--- src/sdb_pkg.sv ---
`default_nettype none

package sdb_pkg;

    // Field widths fixed by the interface.
    localparam int ID_W       = 32;
    localparam int BUCKET_W   = 16;
    localparam int TOTAL_W    = 7;

    // Defaults and fixed constants.
    localparam int MAX_SUBCHUNKS_DEF = 64;
    localparam int RECORDS_PER_PAGE  = 64;   // must be a power of two
    localparam int PAGE_SHIFT        = $clog2(RECORDS_PER_PAGE);
    localparam int PAGE_SUM_W        = BUCKET_W + 1;
    localparam logic [BUCKET_W-1:0] BUCKET_RESET = 16'd256;

    typedef enum logic [1:0] {
        ST_IDLE,
        ST_SETUP,
        ST_DIV,
        ST_EMIT
    } t_state;

    // Commands from the controller to the datapath.
    typedef struct packed {
        logic capture;
        logic setup;
        logic div_step;
        logic emit;
    } t_cmd;

    // Status from the datapath to the controller.
    typedef struct packed {
        logic zero_count;
        logic clamp;
        logic div_last;
        logic last_entry;
        logic out_free;
    } t_sts;

endpackage

`default_nettype wire

--- src/subchunk_directory_builder_top.sv ---
// Subchunk directory builder.
// Input channel (i_valid / o_stall) carries one tile's item-id range per
// transaction. Output channel (o_valid / i_stall) carries one directory entry
// per transaction, one for each subchunk of the tile, in order. The bucket
// size register is written through i_cfg_valid / o_cfg_ready / i_cfg_data.
// Sequence: a tile is accepted, passes through a setup step, then the subchunk
// count is found by a restoring divider that produces one quotient bit per
// cycle in log2(MAX_SUBCHUNKS) steps, six by default (the divider is skipped
// for empty or clamped tiles). Entries then leave at one per cycle while the
// receiver does not stall. The next tile is accepted only once the last entry
// of the previous one is registered.
// Reset is synchronous and active low: it clears the page and directory
// cursors to zero, sets the bucket size to 256 and empties the output register.
// When the receiver stalls, the registered entry holds unchanged and the
// entry sequencer waits; nothing is dropped.

`default_nettype none

module subchunk_directory_builder_top #(
    parameter int MAX_SUBCHUNKS = sdb_pkg::MAX_SUBCHUNKS_DEF
) (
    input  wire                              i_clk,
    input  wire                              i_rst_n,
    input  wire                              i_cfg_valid,
    output logic                             o_cfg_ready,
    input  wire [sdb_pkg::BUCKET_W-1:0]      i_cfg_data,
    input  wire                              i_valid,
    output logic                             o_stall,
    input  wire [sdb_pkg::ID_W-1:0]          i_range_start,
    input  wire [sdb_pkg::ID_W-1:0]          i_range_end,
    output logic                             o_valid,
    input  wire                              i_stall,
    output logic [sdb_pkg::ID_W-1:0]         o_tile_base,
    output logic [sdb_pkg::TOTAL_W-1:0]      o_subchunk_total,
    output logic [sdb_pkg::ID_W-1:0]         o_payload_prefix,
    output logic [sdb_pkg::ID_W-1:0]         o_entry_index,
    output logic [sdb_pkg::ID_W-1:0]         o_entry_page,
    output logic [sdb_pkg::BUCKET_W-1:0]     o_entry_length,
    output logic                             o_is_continuation,
    output logic                             o_last_of_tile,
    output logic                             o_clamped
);

    sdb_pkg::t_cmd w_cmd;
    sdb_pkg::t_sts w_sts;
    logic          w_cfg_we;

    // The register only takes a write while the controller is idle.
    assign w_cfg_we = i_cfg_valid && o_cfg_ready;

    sdb_ctrl u_ctrl (
        .i_clk       (i_clk),
        .i_rst_n     (i_rst_n),
        .i_valid     (i_valid),
        .i_sts       (w_sts),
        .o_cmd       (w_cmd),
        .o_stall     (o_stall),
        .o_cfg_ready (o_cfg_ready)
    );

    sdb_datapath #(
        .MAX_SUBCHUNKS (MAX_SUBCHUNKS)
    ) u_datapath (
        .i_clk             (i_clk),
        .i_rst_n           (i_rst_n),
        .i_cmd             (w_cmd),
        .o_sts             (w_sts),
        .i_cfg_we          (w_cfg_we),
        .i_cfg_data        (i_cfg_data),
        .i_range_start     (i_range_start),
        .i_range_end       (i_range_end),
        .i_stall           (i_stall),
        .o_valid           (o_valid),
        .o_tile_base       (o_tile_base),
        .o_subchunk_total  (o_subchunk_total),
        .o_payload_prefix  (o_payload_prefix),
        .o_entry_index     (o_entry_index),
        .o_entry_page      (o_entry_page),
        .o_entry_length    (o_entry_length),
        .o_is_continuation (o_is_continuation),
        .o_last_of_tile    (o_last_of_tile),
        .o_clamped         (o_clamped)
    );

    // The subchunk count is always between one and the configured limit.
    a_total_range: assert property (@(posedge i_clk) disable iff (!i_rst_n)
        o_valid |-> (o_subchunk_total != '0) &&
                    (o_subchunk_total <= sdb_pkg::TOTAL_W'(MAX_SUBCHUNKS)))
        else $error("subchunk total out of range");

    // An accepted tile always moves the controller into its setup step.
    a_accept_setup: assert property (@(posedge i_clk) disable iff (!i_rst_n)
        (i_valid && !o_stall) |=> w_cmd.setup)
        else $error("accepted tile did not start setup");

    // A tile's first entry that is also its last belongs to a one-subchunk tile.
    a_single_entry: assert property (@(posedge i_clk) disable iff (!i_rst_n)
        (o_valid && o_last_of_tile && !o_is_continuation) |->
            (o_subchunk_total == sdb_pkg::TOTAL_W'(1)))
        else $error("single-entry tile with wrong total");

    // The first entry of a tile sits at the tile's directory base.
    a_first_index: assert property (@(posedge i_clk) disable iff (!i_rst_n)
        (o_valid && !o_is_continuation) |-> (o_entry_index == o_tile_base) &&
                                           (o_entry_page == o_payload_prefix))
        else $error("first entry does not match tile base");

endmodule

`default_nettype wire

--- src/sdb_ctrl.sv ---
`default_nettype none

module sdb_ctrl (
    input  wire            i_clk,
    input  wire            i_rst_n,
    input  wire            i_valid,
    input  sdb_pkg::t_sts  i_sts,
    output sdb_pkg::t_cmd  o_cmd,
    output logic           o_stall,
    output logic           o_cfg_ready
);

    sdb_pkg::t_state r_state;
    sdb_pkg::t_state n_state;

    always_ff @(posedge i_clk) begin
        if (!i_rst_n) begin
            r_state <= sdb_pkg::ST_IDLE;
        end else begin
            r_state <= n_state;
        end
    end

    always_comb begin
        n_state = r_state;
        case (r_state)
            sdb_pkg::ST_IDLE: begin
                if (i_valid) begin
                    n_state = sdb_pkg::ST_SETUP;
                end
            end
            sdb_pkg::ST_SETUP: begin
                if (i_sts.zero_count || i_sts.clamp) begin
                    n_state = sdb_pkg::ST_EMIT;
                end else begin
                    n_state = sdb_pkg::ST_DIV;
                end
            end
            sdb_pkg::ST_DIV: begin
                if (i_sts.div_last) begin
                    n_state = sdb_pkg::ST_EMIT;
                end
            end
            sdb_pkg::ST_EMIT: begin
                if (i_sts.out_free && i_sts.last_entry) begin
                    n_state = sdb_pkg::ST_IDLE;
                end
            end
            default: begin
                n_state = sdb_pkg::ST_IDLE;
            end
        endcase
    end

    always_comb begin
        o_cmd          = '0;
        o_stall        = 1'b1;
        o_cfg_ready    = 1'b0;
        case (r_state)
            sdb_pkg::ST_IDLE: begin
                o_cmd.capture = i_valid;
                o_stall       = 1'b0;
                o_cfg_ready   = 1'b1;
            end
            sdb_pkg::ST_SETUP: begin
                o_cmd.setup = 1'b1;
            end
            sdb_pkg::ST_DIV: begin
                o_cmd.div_step = 1'b1;
            end
            sdb_pkg::ST_EMIT: begin
                o_cmd.emit = i_sts.out_free;
            end
            default: begin
                o_cmd = '0;
            end
        endcase
    end

endmodule

`default_nettype wire

--- src/sdb_datapath.sv ---
`default_nettype none

module sdb_datapath #(
    parameter int MAX_SUBCHUNKS = sdb_pkg::MAX_SUBCHUNKS_DEF
) (
    input  wire                              i_clk,
    input  wire                              i_rst_n,
    input  sdb_pkg::t_cmd                    i_cmd,
    output sdb_pkg::t_sts                    o_sts,
    input  wire                              i_cfg_we,
    input  wire [sdb_pkg::BUCKET_W-1:0]      i_cfg_data,
    input  wire [sdb_pkg::ID_W-1:0]          i_range_start,
    input  wire [sdb_pkg::ID_W-1:0]          i_range_end,
    input  wire                              i_stall,
    output logic                             o_valid,
    output logic [sdb_pkg::ID_W-1:0]         o_tile_base,
    output logic [sdb_pkg::TOTAL_W-1:0]      o_subchunk_total,
    output logic [sdb_pkg::ID_W-1:0]         o_payload_prefix,
    output logic [sdb_pkg::ID_W-1:0]         o_entry_index,
    output logic [sdb_pkg::ID_W-1:0]         o_entry_page,
    output logic [sdb_pkg::BUCKET_W-1:0]     o_entry_length,
    output logic                             o_is_continuation,
    output logic                             o_last_of_tile,
    output logic                             o_clamped
);

    localparam int IW   = sdb_pkg::ID_W;
    localparam int BW   = sdb_pkg::BUCKET_W;
    localparam int SCW  = $clog2(MAX_SUBCHUNKS + 1);
    localparam int QW   = (MAX_SUBCHUNKS > 1) ? $clog2(MAX_SUBCHUNKS) : 1;
    localparam int KW   = (QW > 1) ? $clog2(QW) : 1;
    localparam int LIMW = BW + SCW;
    localparam int PSW  = sdb_pkg::PAGE_SUM_W;

    logic [BW-1:0]  r_bucket;
    logic [IW-1:0]  r_page_cur;
    logic [IW-1:0]  r_dir_cur;
    logic [IW-1:0]  r_count;
    logic [IW-1:0]  r_left;
    logic [IW-1:0]  r_div;
    logic [QW-1:0]  r_q;
    logic [KW-1:0]  r_k;
    logic [SCW-1:0] r_total;
    logic [SCW-1:0] r_sc;
    logic           r_clamp;
    logic [IW-1:0]  r_base;
    logic [IW-1:0]  r_prefix;
    logic           r_out_valid;

    logic [BW-1:0]   w_bucket;
    logic [LIMW-1:0] w_limit;
    logic            w_clamp;
    logic            w_zero;
    logic [IW-1:0]   w_trial;
    logic            w_ge;
    logic [QW-1:0]   w_q_next;
    logic [BW-1:0]   w_len;
    logic [PSW-1:0]  w_page_sum;
    logic [PSW-1:0]  w_pages;
    logic            w_last;
    logic            w_out_free;

    // A bucket size of zero behaves as one.
    assign w_bucket = (r_bucket == '0) ? BW'(1) : r_bucket;
    assign w_limit  = LIMW'(MAX_SUBCHUNKS) * LIMW'(w_bucket);
    assign w_clamp  = r_count > IW'(w_limit);
    assign w_zero   = r_count == '0;

    // One restoring-division step: quotient bit r_k of (count - 1) / bucket.
    assign w_trial  = IW'(w_bucket) << r_k;
    assign w_ge     = r_div >= w_trial;
    assign w_q_next = w_ge ? (r_q | (QW'(1) << r_k)) : r_q;

    assign w_len      = (r_left > IW'(w_bucket)) ? w_bucket : r_left[BW-1:0];
    assign w_page_sum = PSW'(w_len) + PSW'(sdb_pkg::RECORDS_PER_PAGE - 1);
    assign w_pages    = w_page_sum >> sdb_pkg::PAGE_SHIFT;
    assign w_last     = (r_sc + SCW'(1)) == r_total;
    assign w_out_free = !r_out_valid || !i_stall;

    assign o_sts.zero_count = w_zero;
    assign o_sts.clamp      = w_clamp;
    assign o_sts.div_last   = r_k == '0;
    assign o_sts.last_entry = w_last;
    assign o_sts.out_free   = w_out_free;

    always_ff @(posedge i_clk) begin
        if (!i_rst_n) begin
            r_bucket    <= sdb_pkg::BUCKET_RESET;
            r_page_cur  <= '0;
            r_dir_cur   <= '0;
            r_out_valid <= 1'b0;
        end else begin
            if (i_cfg_we) begin
                r_bucket <= i_cfg_data;
            end
            if (i_cmd.emit) begin
                r_page_cur  <= r_page_cur + IW'(w_pages);
                r_dir_cur   <= r_dir_cur + IW'(1);
                r_out_valid <= 1'b1;
            end else if (!i_stall) begin
                r_out_valid <= 1'b0;
            end
        end
    end

    always_ff @(posedge i_clk) begin
        if (i_cmd.capture) begin
            r_count <= (i_range_end > i_range_start) ? (i_range_end - i_range_start) : '0;
        end
        if (i_cmd.setup) begin
            r_clamp  <= w_clamp;
            r_left   <= r_count;
            r_div    <= r_count - IW'(1);
            r_q      <= '0;
            r_k      <= KW'(QW - 1);
            r_sc     <= '0;
            r_base   <= r_dir_cur;
            r_prefix <= r_page_cur;
            if (w_zero) begin
                r_total <= SCW'(1);
            end else if (w_clamp) begin
                r_total <= SCW'(MAX_SUBCHUNKS);
            end
        end
        if (i_cmd.div_step) begin
            if (w_ge) begin
                r_div <= r_div - w_trial;
            end
            r_q <= w_q_next;
            r_k <= r_k - KW'(1);
            if (r_k == '0) begin
                r_total <= SCW'(w_q_next) + SCW'(1);
            end
        end
        if (i_cmd.emit) begin
            r_left            <= r_left - IW'(w_len);
            r_sc              <= r_sc + SCW'(1);
            o_tile_base       <= r_base;
            o_subchunk_total  <= sdb_pkg::TOTAL_W'(r_total);
            o_payload_prefix  <= r_prefix;
            o_entry_index     <= r_dir_cur;
            o_entry_page      <= r_page_cur;
            o_entry_length    <= w_len;
            o_is_continuation <= r_sc != '0;
            o_last_of_tile    <= w_last;
            o_clamped         <= r_clamp;
        end
    end

    assign o_valid = r_out_valid;

endmodule

`default_nettype wire
--- config.mk ---
export PLATFORM = sky130hd
export DESIGN_NAME = subchunk_directory_builder_top
export DESIGN_NICKNAME = d
export VERILOG_FILES = /design/src/sdb_pkg.sv /design/src/subchunk_directory_builder_top.sv /design/src/sdb_ctrl.sv /design/src/sdb_datapath.sv
export SDC_FILE = /design/constraint.sdc
export NUM_CORES = 1
export LEC_CHECK = 0
export ABC_AREA = 1
export BUFFER_PORTS_ARGS = -buffer_cell sky130_fd_sc_hd__clkbuf_2
export CORE_MARGIN = 3
export CORE_UTILIZATION = 40
export CTS_CLUSTER_SIZE = 40
export DETAILED_ROUTE_END_ITERATION = 12
export PLACE_DENSITY = 0.59
export SYNTH_ARGS = -nofsm -noshare
export SYNTH_HDL_FRONTEND = slang
export SYNTH_HIERARCHICAL = 1
export SYNTH_SLANG_ARGS = --single-unit
--- constraint.sdc ---
create_clock -name i_clk -period 10.2 [get_ports i_clk]
set_input_delay 1.02 -clock i_clk [delete_from_list [all_inputs] [get_ports i_clk]]
set_output_delay 1.02 -clock i_clk [all_outputs]
set_load 0.01 [all_outputs]
# Word level (Yosys, flattened, before mapping)

Index checks and enable logic that the tools add are counted.

Register bits after elaboration: 421
Word-level logic and storage cells: 95
Bits in read-only memories: 0
Output and inout port bits: 157
Memory bits (writable): 0
Latch bits: 0
Memories: 0
Input port bits: 85

Add/sub/neg operators: 10
Bitwise logic cells: 1
Reduce and logical (&&, ||, !) cells: 14
Equality and inequality tests: 8
$lt $le $gt $ge: 4
Shift-type cells: 2
Multiply operators: 0
Divide/modulo/power cells: 0
Multiplexer cells: 32

Operators by type and width:

| operator                                            | number |
|---|---|
| two-way mux 32 bit                                  | 5 |
| subtractor 32 bit                                   | 2 |
| two-way mux 7 bit                                   | 7 |
| adder 32 x 1 -> 32 bit (second input constant)      | 1 |
| adder 32 x 11 -> 32 bit                             | 1 |
| greater-or-equal comparator 32 bit                  | 1 |
| greater-than comparator 32 x 16 -> 1 bit            | 1 |
| greater-than comparator 32 x 22 -> 1 bit            | 1 |
| greater-than comparator 32 bit                      | 1 |
| logical NOT 32 bit                                  | 1 |
| two-way mux 16 bit                                  | 2 |
| << shifter 16 x 3 -> 32 bit                         | 1 |
| subtractor 32 x 1 -> 32 bit (second input constant) | 1 |
| subtractor 32 x 16 -> 32 bit                        | 1 |
| two-way mux 6 bit                                   | 3 |
| adder 16 x 6 -> 17 bit (second input constant)      | 1 |
| logical NOT 16 bit                                  | 1 |
| two-way mux 1 bit                                   | 9 |
| case mux 2 bit (4 select lines)                     | 1 |
| adder 6 x 1 -> 7 bit (second input constant)        | 1 |
| adder 7 x 1 -> 7 bit (second input constant)        | 1 |
| equality test 7 bit                                 | 1 |
| nonzero test 7 bit                                  | 1 |
| two-way mux 2 bit                                   | 3 |
| other kinds (15)                                    | 23 |

# Longest topological paths before layout

Depth in word-level cells: 8
Gate-level depth with buffers: 41
Depth with buffers taken out: 40

# By module

The synthesis kept the hierarchy.

Modules (own cells, without submodules):

| module                         | cells an instance | area an instance (um2) | times used | seq. area each (um2) |
|---|---|---|---|---|
| sdb_datapath                   | 2601              | 22856.9                | 1          | 11380.9 |
| sdb_ctrl                       | 31                | 212.7                  | 1          | 40.0 |
| subchunk_directory_builder_top | 2                 | 7.5                    | 1          | 0.0 |

# Least setup slack after synthesis

No wires, ideal clock.

Kind: input port to flip-flop
From: input i_stall
To: register u_datapath.r_left[0] (enable)
Path buffers: 3
Required time: 9.803 ns
Cell stages on the path: 8
Arrival time: 5.884 ns
Setup time: 0.397 ns
Setup slack: 3.919 ns
Cell sequence: nand2_1 > buf_4 > nand2_1 > inv_1 > inv_2 > clkbuf_1 > clkbuf_1 > nand2_1

RTL lines:

| item                 | RTL line                             | RTL |
|---|---|---|
| start, declared      | subchunk_directory_builder_top.sv:32 | `input wire i_stall,` |
| end signal, assigned | sdb_datapath.sv:112                  | `r_left <= r_count;` |
| end signal, assigned | sdb_datapath.sv:136                  | `r_left <= r_left - IW'(w_len);` |
| end, declared        | sdb_datapath.sv:39                   | `logic [IW-1:0] r_left;` |

# Worst setup path in the final report

From: register u_datapath.r_bucket[11]
To: register u_datapath.r_page_cur[14]

Cells in the longest elaborated chain, start to end: 6

RTL lines:

| item                                     | RTL line           | RTL |
|---|---|---|
| start, declared                          | sdb_datapath.sv:35 | `logic [BW-1:0] r_bucket;` |
| start signal, assigned                   | sdb_datapath.sv:88 | `r_bucket <= sdb_pkg::BUCKET_RESET;` |
| start signal, assigned                   | sdb_datapath.sv:94 | `r_bucket <= i_cfg_data;` |
| logical NOT 16 bit                       | sdb_datapath.sv:64 | `assign w_bucket = (r_bucket == '0) ? BW'(1) : r_bucket;` |
| two-way mux 16 bit (*)                   | sdb_datapath.sv:64 |  |
| greater-than comparator 32 x 16 -> 1 bit | sdb_datapath.sv:74 | `assign w_len = (r_left > IW'(w_bucket)) ? w_bucket : r_left[BW-1:0];` |
| two-way mux 16 bit (*)                   | sdb_datapath.sv:74 |  |
| adder 16 x 6 -> 17 bit (*)               | sdb_datapath.sv:75 | `assign w_page_sum = PSW'(w_len) + PSW'(sdb_pkg::RECORDS_PER_PAGE - 1);` |
| adder 32 x 11 -> 32 bit (*)              | sdb_datapath.sv:97 | `r_page_cur <= r_page_cur + IW'(w_pages);` |
| end signal, assigned                     | sdb_datapath.sv:97 |  |
| end, declared                            | sdb_datapath.sv:36 | `logic [IW-1:0] r_page_cur;` |

Mark *: on every way between the ends. The rest lies on a longest branch, timed or not.
A chain may end at the register's enable or synchronous reset.

==> run summary <==
- **result of the run** completed
- **Inserted Clock Buffers** 45
- **first-pass GRT wire length** 97.17 mm
- **Global Route met1 Usage** 25.79%
- **Max Transition Viols Final** 0
- **instance count of the mapped netlist** 2,634
- **final hold slack** 417.9 ps
- **average instance area after synthesis** 8.761 um^2
- **CTS Sinks** 421
- **unrepaired setup endpoints after global routing** no
- **number of vias in the routed layout** 18,950
- **IO Port Bufs** 241
- **measured slew at the worst slew-check pin** 1076 ps
- **H-Tree Depth** 2
- **number of synthesized flops with an enable pin** 299
- **max-cap viol count** 0
- **cell area after technology mapping** 23,080 um^2
- **part of the Yosys area used for sequential elements** 49.49%
- **kind of end point of the critical path** flip-flop
- **Net Count, Synth** 2,850
- **average vias per placed instance** 5.164
- **power density over cell area** 258.1 nW/um^2
- **clock network latency to the later pin of the worst-skew pair** 580 ps
- **RR Startpoint** u_datapath/r_bucket[11]$_SDFFE_PN0P_
- **RD Place Congestion** 0.9759
- **total core area** 56,710 um^2
- **leading area contributor after synthesis** edfxtp_1
- **endpoint of the worst-slack reg-to-reg timing path** u_datapath/r_page_cur[14]$_SDFFE_PN0P_
- **R2R cell count** 37
- **die width** 246.2 um
- **number of synthesis warnings** 6
- **PostCTS Resize Cnt** 0
- **stage delay of the slowest cell on the critical path** 370 ps
- **worst supply voltage drop on vdd** 0.1188 mV
- **number of placement rows** 87
- **count of final hold-check violations** 0
- **worst reg-to-reg setup slack** 5020 ps
- **start-to-end type of the worst setup path** flip-flop to flip-flop
- **CTS max path bufs** 3
- **total routing resource utilization after global routing** 20.10%
- **synthesis-stage register bit count** 421
- **library cell appearing most often on the critical path** nand2_1
- **Post-Route WL** 62.36 mm
- **height of the die** 246.2 um
- **met3 layer usage reported by global route** 3.211%
- **total inserted antenna cells** 0
- **clock skew** 22.33 ps
- **overall die area** 60,610 um^2
- **detailed router's first-iteration violation count** 1,266
- **CTS tree** yes
- **post-CTS setup buffer count** 0
- **worst slew slack as a fraction of its limit** 28.29%
- **synth top area cells** edfxtp_1 39%, dfxtp_1 11%, nand2_1 8.0%
- **share of the synthesized area in the top cell type** 38.91%
- **ys async rst share** 0%
- **top cell types by occurrence after synthesis** 494 x nand2_1, 355 x inv_1, 299 x edfxtp_1, 242 x nor2_1, 203 x o21ai_0
- **Hold Path Depth** 0
- **Max Clock Freq** 0.1929 GHz
- **fillers** 5,505
- **part of the cycle the worst path needs** 50.82%
- **sink of the worst hold path** u_datapath/o_payload_prefix[7]$_DFFE_PP_
- **synthesis-to-layout area growth** 15.28%
- **most used flip-flop cell after synthesis** edfxtp_1
- **layer with the highest usage after global routing** met2
- **initial antenna violation count** 0
- **routing usage on met2** 34.63%
- **post-place setup slack** 5079 ps
- **Avg WL per Cell** 17.00 um
- **count of cell types in the netlist** 68
- **launch instance of the worst min-delay path** u_datapath/r_prefix[7]$_DFFE_PP_
- **number of hold buffers added after cts** 0
- **setup_tns** 0 ps
- **clock root buffer master** clkbuf_16
- **kind of start point of the critical path** flip-flop
- **reported leakage power** 11.42 nW
- **number of global-route vias before repair** 18,190
- **Net count, final** 3,093
- **highest-delay cell along the critical path** dfxtp_1
- **layout cell share with drive strength beyond 1** 14.25%
- **worst-path fanout max** 32
- **final count of negative-setup-slack endpoints** 0
- **largest net degree at the start of global routing** 81
- **io pins** 242
- **DRT antenna net count** 0
- **number of design rule violations left after detail routing** 0
- **initial cell density of the core** 40.69%
- **multi-input logic area** 10,030 um^2
- **half-perimeter wire length of the detailed placement result** 47.66 mm
- **kind of path behind the tightest hold check** flip-flop to flip-flop
- **final global-route overflow total** 0
- **WP data required** 10,650 ps
- **arrival time of the worst setup path** 5630 ps
- **smallest setup slack after layout** 5017 ps
- **time the final worst path needs with I/O delays and setup** 5183 ps
- **first-pass detailed-route iteration total** 6
- **Design Power** 0.006868 W
- **FF/Latch Area** 11,420 um^2
- **most numerous cell in the Yosys netlist** nand2_1
- **Clock transition at path regs** 60 ps
- **Crit. Startpoint** u_datapath/r_bucket[11]$_SDFFE_PN0P_
cell families (layout without fill, tap and decap cells):
family,count (synthesis),count (layout),synth area share (%)
AND/OR/NAND/NOR,1057,1057,20.32
AO/OA/AOI/OAI,515,515,12.54
buffers and inverters,424,703,7.135
flip-flops,421,421,49.49
adder cells (fa/ha/maj),131,131,7.233
XOR/XNOR,82,82,3.112
multiplexers,4,4,0.1735
critical path: cells and delay by family (launching register included):
kind / cells / cell delay (ps)
AND/OR/NAND/NOR: 21 / 2130
flip-flops: 1 / 370
AO/OA/AOI/OAI: 8 / 1430
XOR/XNOR: 1 / 140
adder cells (fa/ha/maj): 2 / 550
buffers and inverters: 5 / 430
per-layer routing:
layer / part of all wire [%] / wire length (um) / vias to the layer above
met4: 3.1 / 1949 / 0
met5: 0 / 0 / -
met2: 48 / 29770 / 500
li1: - / - / 9440
met1: 44 / 27390 / 8878
met3: 5.2 / 3245 / 128
flip-flops by register name, summed over array words and instances (netlist names), 32 cells and up:
| name | cells |
|---|---|
| u_datapath/o_tile_base | 32 |
| u_datapath/r_prefix | 32 |
| u_datapath/o_payload_prefix | 32 |
| u_datapath/r_base | 32 |
| u_datapath/r_left | 32 |
| u_datapath/r_div | 32 |
| u_datapath/r_page_cur | 32 |
| u_datapath/r_dir_cur | 32 |
| u_datapath/o_entry_index | 32 |
| u_datapath/r_count | 32 |
| u_datapath/o_entry_page | 32 |
cell usage in the layout (no fill, tap or decap), types with 18 or more instances in the layout:
| cell type | instances |
|---|---|
| dfxtp_1 | 122 |
| o21ai_0 | 203 |
| nand4_1 | 54 |
| clkbuf_16 | 45 |
| nor4_1 | 19 |
| a31oi_1 | 18 |
| xnor2_1 | 26 |
| nand2_1 | 494 |
| xor2_1 | 56 |
| ha_1 | 126 |
| nor2_1 | 242 |
| o21ai_1 | 18 |
| nand3_1 | 125 |
| edfxtp_1 | 299 |
| inv_1 | 354 |
| nor3_1 | 47 |
| clkbuf_2 | 241 |
| a21oi_1 | 191 |
report_power, final:
part | total [W] | internal [W] | switching (W)
registers | 0.00253 | 0.00228 | 0.000251
clock network | 0.00168 | 0.000986 | 0.000691
logic | 0.00266 | 0.000896 | 0.00177
total | 0.00687 | 0.00416 | 0.00271
area by class of cell:
class	instances	area share (%)
Multi-Input combinational cell	1789	37.71
Clock inverter	33	1.359
Sequential cell	421	42.93
Timing Repair Buffer	252	4.844
Inverter	368	5.220
Tap cell	756	3.555
Clock buffer	50	4.379
worst max-delay path by stage:
stage,endpoint,slack (ps),cells past startpoint
final,u_datapath/r_page_cur[14]$_SDFFE_PN0P_,5020,37
after global placement,u_datapath/r_page_cur[14]$_SDFFE_PN0P_,5230,37
after CTS,u_datapath/r_page_cur[14]$_SDFFE_PN0P_,5060,37
after global routing,u_datapath/r_page_cur[22]$_SDFFE_PN0P_,4410,38
after floorplan,u_datapath/r_left[0]$_DFFE_PP_,3920,8
after detailed placement,u_datapath/r_page_cur[14]$_SDFFE_PN0P_,5080,37
stage by stage:
stage	std cells	cell area (um^2)	util, %
after global placement	3586	25080	44.22
after global routing	3669	26600	46.91
after CTS	3669	26600	46.91
final	3669	26600	46.91
after floorplan	2634	23080	-
after detailed placement	3586	25080	44.22
Power figures use the tool's default switching activity.
